$ cat src/rtl/core/pemm_pkg.sv
// Shared widths, register indexes and types for the polynomial evaluator.
// No dependencies; used by every module of the block.
`default_nettype none

package pemm_pkg;

  localparam int XW       = 8;   // x_value
  localparam int CW       = 16;  // coefficients, config data
  localparam int DEGW     = 3;   // degree register
  localparam int YW       = 61;  // y_value, min_seen, y_span
  localparam int MAXW     = 60;  // max_seen
  localparam int IDXW     = 3;   // config register index

  localparam int MAX_DEGREE_DEF = 6;

  localparam logic [IDXW-1:0] REG_DEGREE = 3'd0;
  localparam logic [IDXW-1:0] REG_COEF0  = 3'd1;

  typedef struct packed {
    logic valid;
    logic restart;
  } pemm_ctl_t;

endpackage

`default_nettype wire

$ cat src/rtl/core/pemm_track.sv
// Running max/min/span trackers and the result register.
// Depends on pemm_pkg.
`default_nettype none

module pemm_track (
  input  wire logic                            clk,
  input  wire logic                            rst,
  input  wire pemm_pkg::pemm_ctl_t             ctl,
  input  wire logic signed [pemm_pkg::YW-1:0]  y_in,
  input  wire logic                            out_stall,
  output logic                                 out_valid,
  output logic signed [pemm_pkg::YW-1:0]       y_value,
  output logic [pemm_pkg::MAXW-1:0]            max_seen,
  output logic signed [pemm_pkg::YW-1:0]       min_seen,
  output logic [pemm_pkg::YW-1:0]              y_span
);

  logic [pemm_pkg::MAXW-1:0]      base_max;
  logic signed [pemm_pkg::YW-1:0] base_min;
  logic [pemm_pkg::YW-1:0]        base_span;
  logic                           gt;
  logic                           lt;
  logic [pemm_pkg::YW-1:0]        span_hi;
  logic [pemm_pkg::YW-1:0]        span_lo;

  assign base_max  = ctl.restart ? '0 : max_seen;
  assign base_min  = ctl.restart ? '0 : min_seen;
  assign base_span = ctl.restart ? '0 : y_span;

  assign gt = y_in > signed'({1'b0, base_max});
  assign lt = y_in < base_min;

  // new extreme on one side: span measured from y to the other extreme
  assign span_hi = y_in - base_min;
  assign span_lo = {1'b0, base_max} - y_in;

  always_ff @(posedge clk) begin
    if (rst) begin
      out_valid <= 1'b0;
      max_seen  <= '0;
      min_seen  <= '0;
      y_span    <= '0;
    end else begin
      if (ctl.valid) begin
        out_valid <= 1'b1;
        max_seen  <= gt ? y_in[pemm_pkg::MAXW-1:0] : base_max;
        min_seen  <= lt ? y_in : base_min;
        y_span    <= gt ? span_hi : (lt ? span_lo : base_span);
      end else if (out_valid && !out_stall) begin
        out_valid <= 1'b0;
      end
    end
  end

  always_ff @(posedge clk) begin
    if (ctl.valid) begin
      y_value <= y_in;
    end
  end

endmodule

`default_nettype wire
$ cat config.mk
export PLATFORM = sky130hd
export DESIGN_NAME = pemm_track
export DESIGN_NICKNAME = d
export VERILOG_FILES = /design/src/rtl/core/pemm_pkg.sv /design/src/rtl/core/pemm_track.sv
export SDC_FILE = /design/constraint.sdc
export NUM_CORES = 1
export LEC_CHECK = 0
export BUFFER_PORTS_ARGS = -buffer_cell sky130_fd_sc_hd__buf_2
export CELL_PAD_IN_SITES_DETAIL_PLACEMENT = 0
export CELL_PAD_IN_SITES_GLOBAL_PLACEMENT = 1
export CORE_MARGIN = 3
export CORE_UTILIZATION = 39
export DETAILED_ROUTE_END_ITERATION = 10
export PLACE_DENSITY_LB_ADDON = 0.12
export SLEW_MARGIN = 5
export SYNTH_ARGS = -nofsm -noshare
export SYNTH_HDL_FRONTEND = slang
export SYNTH_SLANG_ARGS = --single-unit
$ cat constraint.sdc
create_clock -name clk -period 4.2 [get_ports clk]
set_clock_uncertainty 0.15 [all_clocks]
set_input_delay 0.21 -clock clk [delete_from_list [all_inputs] [get_ports clk]]
set_output_delay 0.21 -clock clk [all_outputs]
set_load 0.02 [all_outputs]
==> reports/results.ini <==
[critical_path]
r2r_slack_ns = 0.17
worst_ep_arrival_time_ns = 4.31
crit_path_start_kind = flop
worst-path-max-fanout = 4
crit_type = flop to flop
required_ns = 4.49
endpoint_kind = flop

[routing]
avgRoutedWirePerCell_um = 21.57
drtPass1Iterations = 5
vias = 18910
viasPerCell = 5.608
drtAntennaViolNets = 0
wl_mm = 72.74
drt_iter0_markers = 1529
drc = 0

[clocking]
cts.sinks = 244
clock_latency_ns = 0.57
htreeDepth = 1
cts_inserted_buffers = 29
tritoncts = yes
cts_root_buf = clkbuf_16
cts_buffer_depth = 3
path_clk_slew_ns = 0.06

[power]
combinationalPowerShare = 0.307
p_total_w = 0.007685
ir_drop_mv = 0.3158
power.leakage_nw = 11.19
p_seq_frac = 0.349
switchingPower_w = 0.002564
p_sw_frac = 0.3336
p_clk_frac = 0.344
p_int_w = 0.005122
power.density_nw_per_um2 = 322.4

[global_route]
grt_busiest_layer = met2
grt_pass1_vias = 18515
grt_usage = 0.2855
grt_util_met3 = 0.03462
grt_max_degree = 99
met2_usage = 0.4591
grt_pass1_wl_mm = 111.7
antenna_found_initial = 1
overflow = 0
gr-usage-met1 = 0.4099

[timing]
final.setup.worst_slack_ns = 0.1730
maxSlewViolCount = 0
max_freq_mhz = 248.3
worstMarginPinSlew_ns = 1.079
slew_headroom = 0.2712
timing.final.crit_share = 0.9588
finalCriticalPeriod_ns = 4.027
setup_viol = 0
rsz0062_at_grt = no
hold_viol_final = 0

[finish]
multi_input_area_um2 = 11560
nFillCells = 4430
ff_latch_area_um2 = 5497
diodes = 0
drive_above_1_share = 0.2392
design_area_um2 = 23840
area_growth_pct = 31.94
nets = 3002
fin_util = 0.5230
layout.cells.non_filler = 3372

[synth]
yosysUniqueCellTypes = 84
synthTopCellsByArea = dfxtp_1, ha_1, edfxtp_1, a22oi_1, nor2_1
yosysSeqAreaShare = 0.3042
synth_top_area_frac = 0.2028
avgSynthCellArea_um2 = 8.098
ys_ff_latch = 244
synth_edf_count = 61
synthArstFlopShare = 0
syn_inst = 2231
synth_ff_type = dfxtp_1
ys_warn_count = 0
synth_area_leader_cell = dfxtp_1
synth_area_um2 = 18070
syn_nets = 2481

[die]
dieArea_um2 = 48940
start_util = 0.3964
core_region_area_um2 = 45580
die_h_um = 221.2
io_pins = 310
die_w_um = 221.2
fp-row-count = 78

[placed_design]
detailed_place_hpwl_mm = 56.77
globalplace.congestion = 0.9654
io_buffers = 309
post-place-cells = 3251
placed_area_um2 = 22020
post-place-ws_ns = -0.3089

[flow_run]
maxCapViolCount = 0

[min_path]
hold_class = primary input to flop

[outcome]
outcome = complete, no violations

## flip-flops by register name, indices dropped and copies added (netlist names)
signal,count
max_seen,60
min_seen,61
out_valid,1
y_span,61
y_value,61
## power by group through the flow
stage / combinational (W) / clock, W / sequential [W]
2_1_floorplan: 0.00109 / 0 / 0.00291
3_5_place_dp: 0.00226 / 0 / 0.00273
4_1_cts: 0.00233 / 0.00269 / 0.00268
6_report: 0.00236 / 0.00264 / 0.00268
5_1_grt: 0.00255 / 0.00279 / 0.00270
3_3_place_gp: 0.00225 / 0 / 0.00273
## kinds of logic (layout without fill, tap and decap cells)
logic type / Yosys count / in the layout / synth area share
buffers and inverters: 308 / 849 / 0.06711
adder cells (fa/ha/maj): 184 / 184 / 0.1283
multiplexers: 2 / 2 / 0.001108
AO/OA/AOI/OAI: 681 / 681 / 0.2594
flip-flops: 244 / 244 / 0.3042
XOR/XNOR: 109 / 109 / 0.05284
AND/OR/NAND/NOR: 703 / 703 / 0.1871
## routing by layer
| layer | vias up | routed length (µm) | share of wire |
|---|---|---|---|
| li1 | 9042 | - | - |
| met1 | 9121 | 34080 | 0.47 |
| met2 | 643 | 32650 | 0.45 |
| met3 | 104 | 4213 | 0.058 |
| met4 | 0 | 1802 | 0.025 |
| met5 | - | 0 | 0 |
## synthesized netlist by cell type, types with 7 or more instances
library cell,instances
nor2_1,250
dfxtp_1,183
ha_1,182
a21oi_1,167
inv_1,159
nand2b_1,126
a22oi_1,125
nand2_1,117
clkbuf_1,102
nor3_1,86
o21ai_0,82
xnor2_1,76
a21o_1,71
edfxtp_1,61
buf_2,45
a211oi_1,42
nand4_1,36
xor2_1,33
a221oi_1,32
o21bai_1,29
nand3_1,23
o21a_1,17
a31oi_1,14
and3_1,12
nor2b_1,9
and2_1,8
o211ai_1,8
nor4_1,7
o21ai_1,7
o31ai_1,7
## what timing repair did
action | CTS | global route
pin swaps | 5 | 8
buffers inserted | 2 | 4
resized for setup | 8 | 18
hold buffers | 64 | 0
hold endpoints to repair | 183 | 0
endpoints found under the setup margin | 8 | 129
## critical path: stages (launching register included)
cell	delay, ns
dfxtp_2	0.36
nor2b_1	0.15
ha_2	0.19
inv_1	0.05
fa_1	0.39
a21o_1	0.21
a221oi_4	0.35
nor4b_4	0.12
o311ai_4	0.32
nand2_2	0.15
buf_4	0.15
o31a_1	0.36
a21o_1	0.22
a41oi_2	0.21
xor2_1	0.25
o221a_2	0.23
nor3_1	0.04
## final cells by class
class,count,area share
multi-input combinational,1679,0.4851
sequential,244,0.2306
timing repair buffer,637,0.1863
clock buffer,37,0.03254
tap,600,0.03149
inverter,161,0.02535
clock inverter,14,0.008660
## metrics by stage
stage	hold WS [ns]	setup TNS (ns)
2_1_floorplan	0.1589	0
3_3_place_gp	0.2932	-37.43
3_5_place_dp	0.3054	-37.65
4_1_cts	0.01141	0
5_1_grt	0.02046	0
6_report	0.04580	0
## worst paths after layout
check                   start          to  cells past startpoint
setup / recovery  min_seen[0]  y_span[56]                     16
hold / removal         ctl[1]  y_value[2]                      1
setup reg to reg  min_seen[0]  y_span[56]                     16
hold reg to reg     y_span[0]   y_span[0]                      2
## cells in the final DEF, fill, tap and decap left out, drive strengths merged, types with 7 or more instances in the layout
| cell | netlist | layout |
|---|---|---|
| buf | 45 | 573 |
| nor2 | 252 | 252 |
| dfxtp | 183 | 183 |
| ha | 182 | 182 |
| a21oi | 167 | 167 |
| inv | 161 | 163 |
| nand2b | 126 | 126 |
| a22oi | 125 | 125 |
| nand2 | 117 | 117 |
| o21ai | 90 | 90 |
| nor3 | 86 | 86 |
| xnor2 | 76 | 76 |
| a21o | 71 | 71 |
| dlygate4sd3 | 0 | 64 |
| edfxtp | 61 | 61 |
| a211oi | 45 | 45 |
| clkbuf | 102 | 37 |
| nand4 | 36 | 36 |
| xor2 | 33 | 33 |
| a221oi | 33 | 33 |
| o21bai | 29 | 29 |
| nand3 | 23 | 23 |
| o21a | 17 | 17 |
| a31oi | 15 | 15 |
| and3 | 12 | 12 |
| nor2b | 9 | 9 |
| o211ai | 8 | 8 |
| and2 | 8 | 8 |
| o31ai | 8 | 8 |
| nor4 | 7 | 7 |
Power figures use the tool's default switching activity.
