File: config.mk
export PLATFORM = sky130hd
export DESIGN_NAME = pemm_cell
export DESIGN_NICKNAME = d
export VERILOG_FILES = /design/src/rtl/core/pemm_pkg.sv /design/src/rtl/core/pemm_cell.sv
export SDC_FILE = /design/constraint.sdc
export NUM_CORES = 1
export LEC_CHECK = 0
export BUFFER_PORTS_ARGS = -buffer_cell sky130_fd_sc_hd__buf_2
export CORE_ASPECT_RATIO = 1.4
export CORE_UTILIZATION = 53
export DETAILED_ROUTE_END_ITERATION = 10
export PLACE_DENSITY_LB_ADDON = 0.15
export SLEW_MARGIN = 20
export SYNTH_ARGS = -nofsm -noshare
export SYNTH_HDL_FRONTEND = slang
export SYNTH_SLANG_ARGS = --single-unit
export TNS_END_PERCENT = 30
File: constraint.sdc
create_clock -name clk -period 8.11 [get_ports clk]
set_input_delay 1.622 -clock clk [delete_from_list [all_inputs] [get_ports clk]]
set_output_delay 1.622 -clock clk [all_outputs]
set_load 0.02 [all_outputs]
File: src/rtl/core/pemm_pkg.sv
// Shared widths, register indexes and types for the polynomial evaluator.
// No dependencies; used by every module of the block.
`default_nettype none

package pemm_pkg;

  localparam int XW       = 8;   // x_value
  localparam int CW       = 16;  // coefficients, config data
  localparam int DEGW     = 3;   // degree register
  localparam int YW       = 61;  // y_value, min_seen, y_span
  localparam int MAXW     = 60;  // max_seen
  localparam int IDXW     = 3;   // config register index

  localparam int MAX_DEGREE_DEF = 6;

  localparam logic [IDXW-1:0] REG_DEGREE = 3'd0;
  localparam logic [IDXW-1:0] REG_COEF0  = 3'd1;

  typedef struct packed {
    logic valid;
    logic restart;
  } pemm_ctl_t;

endpackage

`default_nettype wire

File: src/rtl/core/pemm_cell.sv
// One Horner step: acc_out = acc_in * x + coef, registered, with its token.
// Depends on pemm_pkg.
`default_nettype none

module pemm_cell (
  input  wire logic                            clk,
  input  wire logic                            rst,
  input  wire logic                            valid_in,
  input  wire logic signed [pemm_pkg::YW-1:0]  acc_in,
  input  wire logic signed [pemm_pkg::XW-1:0]  x_in,
  input  wire logic signed [pemm_pkg::CW-1:0]  coef,
  output logic                                 valid_out,
  output logic signed [pemm_pkg::YW-1:0]       acc_out
);

  logic signed [pemm_pkg::YW+pemm_pkg::XW-1:0] prod;
  logic [pemm_pkg::YW-1:0]                     sum;

  assign prod = acc_in * x_in;
  assign sum  = prod[pemm_pkg::YW-1:0]
              + {{(pemm_pkg::YW-pemm_pkg::CW){coef[pemm_pkg::CW-1]}}, coef};

  always_ff @(posedge clk) begin
    if (rst) begin
      valid_out <= 1'b0;
    end else begin
      valid_out <= valid_in;
    end
  end

  always_ff @(posedge clk) begin
    if (valid_in) begin
      acc_out <= signed'(sum);
    end
  end

endmodule

`default_nettype wire

==> results of run 1 <==
state kept, by name, summed over array words and instances (netlist names):
signal     count
acc_out       61
valid_out      1
synth_stat cells (2+ instances only):
master / count / area share, %
nor4_1: 2 / 0.072
nor3_1: 9 / 0.26
a21boi_0: 2 / 0.087
nand3_1: 14 / 0.40
fa_1: 390 / 45
buf_1: 3 / 0.065
a41oi_1: 2 / 0.10
a21oi_2: 2 / 0.10
buf_2: 4 / 0.12
o21ai_0: 31 / 0.90
xnor2_1: 42 / 2.1
nor2_1: 82 / 1.8
nor2b_1: 9 / 0.33
o21bai_1: 7 / 0.30
and2_1: 268 / 9.7
a311oi_1: 2 / 0.10
nand4_1: 11 / 0.40
a221o_1: 2 / 0.12
and3_1: 7 / 0.25
nand2b_1: 15 / 0.54
a211o_1: 3 / 0.15
a21o_1: 33 / 1.4
o21ai_1: 2 / 0.058
o21ai_2: 2 / 0.10
and4_1: 6 / 0.30
o31ai_1: 4 / 0.17
a21oi_1: 58 / 1.7
edfxtp_1: 61 / 11
a211oi_1: 6 / 0.26
o211ai_1: 5 / 0.22
inv_1: 204 / 4.4
o2111ai_1: 3 / 0.15
nand2_1: 186 / 4.0
ha_1: 125 / 9.0
o21a_1: 5 / 0.22
clkbuf_1: 63 / 1.4
a31oi_1: 7 / 0.25
xor2_1: 22 / 1.1
per-stage QoR:
stage / utilization (%) / hold slack (ns) / area [µm²] / instances / setup slack (ns)
6_report: 58.3 / 1.40 / 18800 / 2281 / 0.687
2_1_floorplan: - / 1.69 / 17300 / 1727 / 0.304
3_3_place_gp: 57.4 / 1.78 / 18500 / 2265 / 0.498
4_1_cts: 58.3 / 1.38 / 18800 / 2281 / 0.789
3_5_place_dp: 57.4 / 1.78 / 18500 / 2265 / 0.481
5_1_grt: 58.3 / 1.39 / 18800 / 2281 / 0.437
layer usage:
layer	up-vias	global-route usage [%]
met1	6614	35.7
met4	2	12.0
met3	88	3.49
li1	5691	-
met5	-	0
met2	403	51.3
cell type report:
cell class	count	area (µm²)
multi-input cells	1391	14400
fillers	2856	13500
flip-flops and latches	62	1850
repair buffers	168	926
inverters	204	769
well taps	440	551
clock buffers	9	225
clock inverters	7	65.1
worst max-delay path, delay by kind of cell:
kind	cells	cell delay [ns]
XOR/XNOR	1	0.14
AO/OA/AOI/OAI	4	1.11
AND/OR/NAND/NOR	5	0.95
buffers and inverters	3	1.11
adder cells (fa/ha/maj)	6	2.58
cell families (layout without fill, tap and decap cells):
logic type / after synthesis / in the layout
AOI/OAI and AO/OA: 194 / 194
buffers and inverters: 274 / 388
and+or+nand+nor: 618 / 618
DFF: 62 / 62
xor gates and xnor gates: 64 / 64
adders and majority gates: 515 / 515
worst max path at each step:
stage              from           to  slack, ns  cells past startpoint
6_report        x_in[5]  acc_out[60]       0.69                     19
5_1_grt         x_in[5]  acc_out[60]       0.44                     19
2_1_floorplan  coef[15]  acc_out[55]       0.30                     17
3_3_place_gp    x_in[5]  acc_out[60]       0.50                     19
3_5_place_dp    x_in[5]  acc_out[60]       0.48                     18
4_1_cts         x_in[5]  acc_out[60]       0.79                     19
==> results.md, run 1 <==
- Uppermost layer routed: met5
- GP Congestion: about 0.9
- CP max stage cell: fa_1
- Crit path required time: between 8 and 9 ns
- Clock Sinks: 62
- Main combinational cell family by area after synthesis: adder cells
- CP Capture Type: register
- Worst Hold End: valid_out
- Final Cycle Share: 91.5%
- Status: finished, final reports clean
- ANT cells: 0
- Post-Synth Simple-Gate Area: a little under a fifth
- Minimum clock period: 7.42 ns
- Hold Path Depth: 2
- Slew headroom: about two fifths
- CTS resizes: 0
- Syn. warnings: 0
- Max-cap violations: 0
- Global-route usage over all layers: between 20% and 30%
- Area grow syn2layout: 8.68%
- Post-Syn Nets: ~2,300
- TritonCTS clock tree: built
- Setup bufs post-CTS: 0
- Post-DP HPWL: 35.7 mm
- Vias in the first global route: 14,100
- Most frequent cells in the layout: fa_1 (390), and2_1 (268), inv_1 (203), nand2_1 (186), buf_2 (149)
- Post-Syn Area: about 0.017 mm²
- Routed Antenna Nets: 0
- Root Driver: clkbuf_16
- CP Class: in2reg
- Final setup TNS: 0 ns
- Critical Path AT: between 7 and 8 ns
- Min-delay worst type: in2reg
- CTS buffer count: 9
- Pre-Repair DR Iteration Count: 5
- DRC: 0
- Initial core utilization: 53.6%
- Final nets: 2,439
- Post-Synthesis Cells: roughly 1,700
- DR WL met2: roughly 23 mm
- Clock buffer depth: 2
- Die area: between 0.03 and 0.04 mm²
- Xor/xnor share of the synthesized area: 3.24%
- Setup crit start kind: input pin
- Die Y: approximately 220 µm
- # IOs: 150
- # port buffers: approximately 150
- Hold-fix buffers, CTS: 0
- Worst Tran Pin Value: about 0.9 ns
- Via count: roughly 13,000
- Worst Path Max Fanout: 30
- Yosys reg bits: 62
- Setup violators final: 0
- Die Width: about 150 µm
- Adder-cell area share of the yosys netlist: between 50% and 60%
- Initial DRC Count: around 650
- Share of the yosys chip area belonging to registers: a little over a tenth
- FP Rows: between 70 and 80
- DR WL/cell: around 19 µm
- Drt total wl: roughly 44 mm
- Most common cell after layout, fill and taps aside: fa_1
- Mean post-synth cell area: 10.0 µm²
- Met3 Routed Length: 2.16 mm
- Unique cell type count in the Yosys netlist: 66
- Mux contribution to synthesized area: 0%
- Top FF cell, synth: edfxtp_1
- DRT met1 WL: between 15 and 20 mm
- RSZ-0062 raised after global routing: false
- Compound-Gate Fraction of Synth Area: under 10%
- CP most frequent cell: fa_1
- HP Start: rst
- Worst-path cell chain: buf_2, buf_4, and2_1, fa_1, fa_1, fa_1, fa_1, ha_1, ha_1, nand3_1, nor4_1, buf_4, nand4_1, a21oi_1, o21ai_0, a31oi_1, o21a_1, nor2_1, xnor2_1
- Global-route wire length before repair: ~74 mm
- DR vias/cell: around 5.6
- Gr ovfl total: 0
- Number of enable flip-flop cells after synthesis: between 60 and 70
- Crit path largest cell delay: 0.55 ns
- Clk pin slew, worst setup/hold paths: approximately 0.060 ns
- Largest net degree at the start of global routing: 63
- Initial antenna violation count: 1
- Fmax: approximately 130 MHz
- Ys async rst share: 0%
- Slew Limit Fails: 0
- Fin. Hold Viols: 0
- Core footprint: between 0.03 and 0.04 mm²
- H-tree depth: 3
- Layout cell share with drive strength beyond 1: between 10% and 20%
Power of run 1 is left out: the tool's default activity adds up to more than one toggle a clock period on the data nets, which glitch-free logic cannot reach.
==> run 2, diff against run 1 <==
Settings changed: CTS_BUF_LIST from default to sky130_fd_sc_hd__clkbuf_4.
==> run 2 against run 1 <==
  * Flip-flop and latch count unchanged
  * Sequential share of layout area is 0.078 points higher
  * Critical path depth down 1
  * Final cell count is 0.18% higher
  * Routed wire length about the same
  * Critical path type unchanged
  * Critical endpoint unchanged
==> results.md, run 2 (same netlist as run 1, synthesis figures left out) <==
- Drt total wl: 44.1 mm (about the same)
- CP Capture Type: register
- Final setup TNS: 0 ns (unchanged)
- Die Width: 155 µm (unchanged)
- Slew headroom: 40.2% (+0.26 points)
- Top reg by flops: acc_out
- Setup violators final: 0 (unchanged)
- FP Rows: 78 (unchanged)
- Global-route wire length before repair: 73.6 mm (about the same)
- Pre-Repair DR Iteration Count: 5 (unchanged)
- Max-cap violations: 0 (unchanged)
- Final worst-path setup slack: 0.961 ns (+0.274 ns)
- Most common cell after layout, fill and taps aside: fa_1
- Area grow syn2layout: 7.82%
- Setup bufs post-CTS: 0 (unchanged)
- DRC: 0 (unchanged)
- DR vias/cell: 5.59 (-0.31%)
- Clock Sinks: 62 (unchanged)
- Post-DP HPWL: 35.7 mm (unchanged)
- Minimum clock period: 7.15 ns (-0.274 ns)
- Routed Antenna Nets: 0 (unchanged)
- RSZ-0062 raised after global routing: false
- Most frequent cells in the layout: fa_1 (390), and2_1 (268), inv_1 (203), nand2_1 (186), buf_2 (149)
- Via count: 12,800 (-0.13%)
- Gr ovfl total: 0 (unchanged)
- Initial core utilization: 53.6% (unchanged)
- Seq. cell area: 0.00185 mm² (unchanged)
- Final nets: 2,439 (unchanged)
- Layout cell share with drive strength beyond 1: 10.5% (unchanged)
- Hold-fix buffers, CTS: 0 (unchanged)
- Setup crit start kind: input pin
- CTS buffer count: 9 (unchanged)
- Fmax: 140 MHz (+3.8%)
- Largest net degree at the start of global routing: 63 (unchanged)
- # IOs: 150 (unchanged)
- Clk pin slew, worst setup/hold paths: 0.14 ns (+0.08 ns)
- Global-route usage over all layers: 28.9% (about the same)
- Crit path required time: 8.42 ns (+0.20 ns)
- Die Y: 216 µm (unchanged)
- Pre-CTS WS: 0.481 ns (unchanged)
- Hold Path Depth: 2 (unchanged)
- Vias in the first global route: 14,100 (-0.28%)
- Max reg flops: 61 (unchanged)
- CTS resizes: 0 (unchanged)
- H-tree depth: 3 (unchanged)
- Critical Path AT: 7.46 ns (-0.08 ns)
- Status: finished, final reports clean
- Worst Path Max Fanout: 30 (unchanged)
- Die area: 0.0334 mm² (unchanged)
- Regs by FF count: acc_out (61), valid_out (1)
- Final Cycle Share: 88.1% (-3.4 points)
- Clock buffer depth: 2 (unchanged)
- # port buffers: 149 (unchanged)
- GP Congestion: 0.925 (unchanged)
- Footprint of the multi-input gates: 0.0144 mm² (unchanged)
- Initial DRC Count: 700 (+7.4%)
- Fin. Hold Viols: 0 (unchanged)
- Slew Limit Fails: 0 (unchanged)
- CP Class: in2reg
- TritonCTS clock tree: built
- Fill count: 2,881 (+0.88%)
- Core footprint: 0.0323 mm² (unchanged)
- DR WL/cell: 19.3 µm (-0.21%)
- Initial antenna violation count: 4 (+3)
- Worst Tran Pin Value: 0.897 ns (-0.00395 ns)
- Root Driver: clkbuf_4
- Min-delay worst type: in2reg
[run 2: final cells by class]
class,count,area share (%)
diodes,4,0.0536
inverters,204,4.12
flip-flops and latches,62,9.91
clock buffers,9,0.362
repair buffers,168,4.96
multi-input cells,1391,77.3
clock inverters,7,0.348
well taps,440,2.95
[run 2: metal layers]
metal  up-vias  global-route usage (%)  part of all wire, %
met3        90                    3.67                  4.8
li1       5694                       -                    -
met5         -                       0                0.027
met4         2                    12.4                  3.9
met2       386                    51.1                   52
met1      6609                    35.5                   39
[run 2: final timing paths]
kind                       to     from  slack [ns]
hold / removal      valid_out      rst        1.20
setup / recovery  acc_out[60]  x_in[5]        0.96
[run 2: worst max-delay path: stages]
cell,delay (ns)
buf_2,0.45
buf_4,0.46
and2_1,0.22
fa_1,0.44
fa_1,0.53
fa_1,0.43
fa_1,0.46
ha_1,0.29
ha_1,0.44
and3_1,0.36
and3_1,0.31
nand4_1,0.10
a21oi_1,0.44
o21ai_0,0.23
a31oi_1,0.24
o21a_1,0.20
nor2_1,0.09
xnor2_1,0.13
[run 2: metrics by stage]
stage | area (µm²) | hold WS (ns) | instances | util [%]
after global placement | 18500 | 1.78 | 2265 | 57.4
final | 18700 | 1.20 | 2285 | 57.8
after floorplan | 17300 | 1.69 | 1727 | -
after detailed placement | 18500 | 1.78 | 2265 | 57.4
after global routing | 18700 | 1.17 | 2285 | 57.8
after CTS | 18700 | 1.17 | 2281 | 57.8
Power of run 2 is left out for the same reason.
==> run 3, diff against run 2 <==
Settings changed: CELL_PAD_IN_SITES_DETAIL_PLACEMENT from default to 1, CELL_PAD_IN_SITES_GLOBAL_PLACEMENT from default to 1, CORE_UTILIZATION 53 to 45.
==> run 3 against run 2 <==
  * First-iteration DRC count decreased by 32%
  * Count of clock-buffer cells in the layout increased by 1
  * Core utilization decreased by 8.0 points
  * Die area increased by 18%
  * Non-clock buffer count increased by 7
==> results.md, run 3 (same netlist as run 1, synthesis figures left out) <==
- Die Y: 234 µm (+8.4%)
- Via count: 13,000 (+1.4%)
- Setup crit start kind: input pin
- Gr ovfl total: 0 (unchanged)
- CTS resizes: 0 (unchanged)
- Global-route wire length before repair: 83.0 mm (+13%)
- Die Width: 168 µm (+8.4%)
- Core footprint: 0.0377 mm² (+17%)
- Final nets: 2,446 (+0.29%)
- Crit path largest cell delay: 0.65 ns (+0.12 ns)
- Initial antenna violation count: 1 (-3)
- Worst-path cell chain: buf_2, buf_4, and2_1, fa_1, fa_1, fa_1, fa_1, ha_1, ha_1, and4_1, and3_1, nand2_1, a21oi_1, nor3_1, nor4_1, o21ai_1, o211a_1
- RSZ-0062 raised after global routing: false
- DR vias/cell: 5.57 (-0.34%)
- Worst setup startpoint: x_in[2]
- Slew headroom: 40.7% (+0.47 points)
- Final setup TNS: 0 ns (unchanged)
- DRC: 0 (unchanged)
- Initial DRC Count: 475 (-32%)
- Drt total wl: 50.5 mm (+14%)
- Most frequent cells in the layout: fa_1 (390), and2_1 (268), inv_1 (202), nand2_1 (186), buf_2 (148)
- Fill count: 4,259 (+48%)
- CP Capture Point: acc_out[57]
- Min-delay worst type: in2reg
- # IOs: 150 (unchanged)
- Most common cell after layout, fill and taps aside: fa_1
- Clock Sinks: 62 (unchanged)
- Root Driver: clkbuf_4
- Post-DP HPWL: 41.6 mm (+17%)
- Setup bufs post-CTS: 0 (unchanged)
- Clk pin slew, worst setup/hold paths: 0.14 ns (about the same)
- Fmax: 139 MHz (-0.40%)
- Routed Antenna Nets: 0 (unchanged)
- H-tree depth: 3 (unchanged)
- Setup violators final: 0 (unchanged)
- Critical Path AT: 7.50 ns (+0.04 ns)
- Hold-fix buffers, CTS: 0 (unchanged)
- Global-route usage over all layers: 27.9% (-1.0 points)
- Final Cycle Share: 88.5% (+0.36 points)
- CTS buffer count: 9 (unchanged)
- Top reg by flops: acc_out
- # port buffers: 149 (unchanged)
- Status: finished, final reports clean
- Pre-Repair DR Iteration Count: 5 (unchanged)
- CP most frequent cell: fa_1
- Slew Limit Fails: 0 (unchanged)
- Final worst-path setup slack: 0.932 ns (-0.0290 ns)
- GP Congestion: 0.863 (-6.7%)
- Max reg flops: 61 (unchanged)
- Worst Tran Pin Value: 0.890 ns (-0.00712 ns)
- Max-cap violations: 0 (unchanged)
- TritonCTS clock tree: built
- Delay-heaviest family, CP: adder cells
- CP Capture Type: register
- CP Class: in2reg
- Initial core utilization: 45.9% (-7.7 points)
- Fin. Hold Viols: 0 (unchanged)
- Minimum clock period: 7.18 ns (+0.0290 ns)
- Clock buffer depth: 2 (unchanged)
- Regs by FF count: acc_out (61), valid_out (1)
- Layout cell share with drive strength beyond 1: 10.8% (+0.28 points)
- Vias in the first global route: 15,200 (+7.8%)
- Largest net degree at the start of global routing: 63 (unchanged)
- Die area: 0.0393 mm² (+18%)
- FP Rows: 84 (+7.7%)
- Area grow syn2layout: 8.47%
- WP buf/inv: 2 (unchanged)
- Pre-CTS WS: 0.403 ns (-0.0784 ns)
- Critical path depth: 17 (-1)
- Worst Path Max Fanout: 24 (-20%)
- Crit path required time: 8.43 ns (about the same)
- DR WL/cell: 21.7 µm (+13%)
- CP max stage cell: nor4_1
-- run 3: cell count changes in the layout (fill, tap and decap cells not counted), sizes merged --
cell | before | now
diode | 4 | 3
bufinv | 1 | 2
inv | 203 | 202
clkbuf | 9 | 10
clkinvlp | 4 | 1
clkinv | 3 | 5
buf | 168 | 175
-- run 3: per-layer routing --
metal	GRT usage, %	part of all wire, %	wire length, µm
met1	33.4	40	20300
met2	51.1	53	26800
met5	0	0	0
met3	3.16	3.2	1610
met4	11.0	3.5	1770
-- run 3: how the worst min path moves through the flow --
stage | from | end | slack, ns | cells past startpoint
finish | rst | valid_out | 1.21 | 2
global route | rst | valid_out | 1.20 | 2
CTS | rst | valid_out | 1.16 | 2
detailed placement | rst | valid_out | 1.78 | 2
global placement | rst | valid_out | 1.78 | 2
floorplan | rst | valid_out | 1.69 | 1
-- run 3: area by class of cell --
type	instances	area [µm²]	area share (%)
multi-input combinational	1391	14400	76.8
sequential	62	1850	9.86
timing repair buffer	175	981	5.22
inverter	204	769	4.10
tap	473	592	3.15
clock inverter	6	76.3	0.406
clock buffer	10	75.1	0.400
antenna	3	7.51	0.0400
-- run 3: metrics by stage --
step | std cells | util (%) | cell area [µm²] | hold slack [ns]
6_report | 2324 | 49.8 | 18800 | 1.21
3_5_place_dp | 2305 | 49.4 | 18600 | 1.78
3_3_place_gp | 2305 | 49.4 | 18600 | 1.78
4_1_cts | 2321 | 49.8 | 18800 | 1.16
5_1_grt | 2322 | 49.8 | 18800 | 1.20
2_1_floorplan | 1727 | - | 17300 | 1.69
Power of run 3 is left out for the same reason.
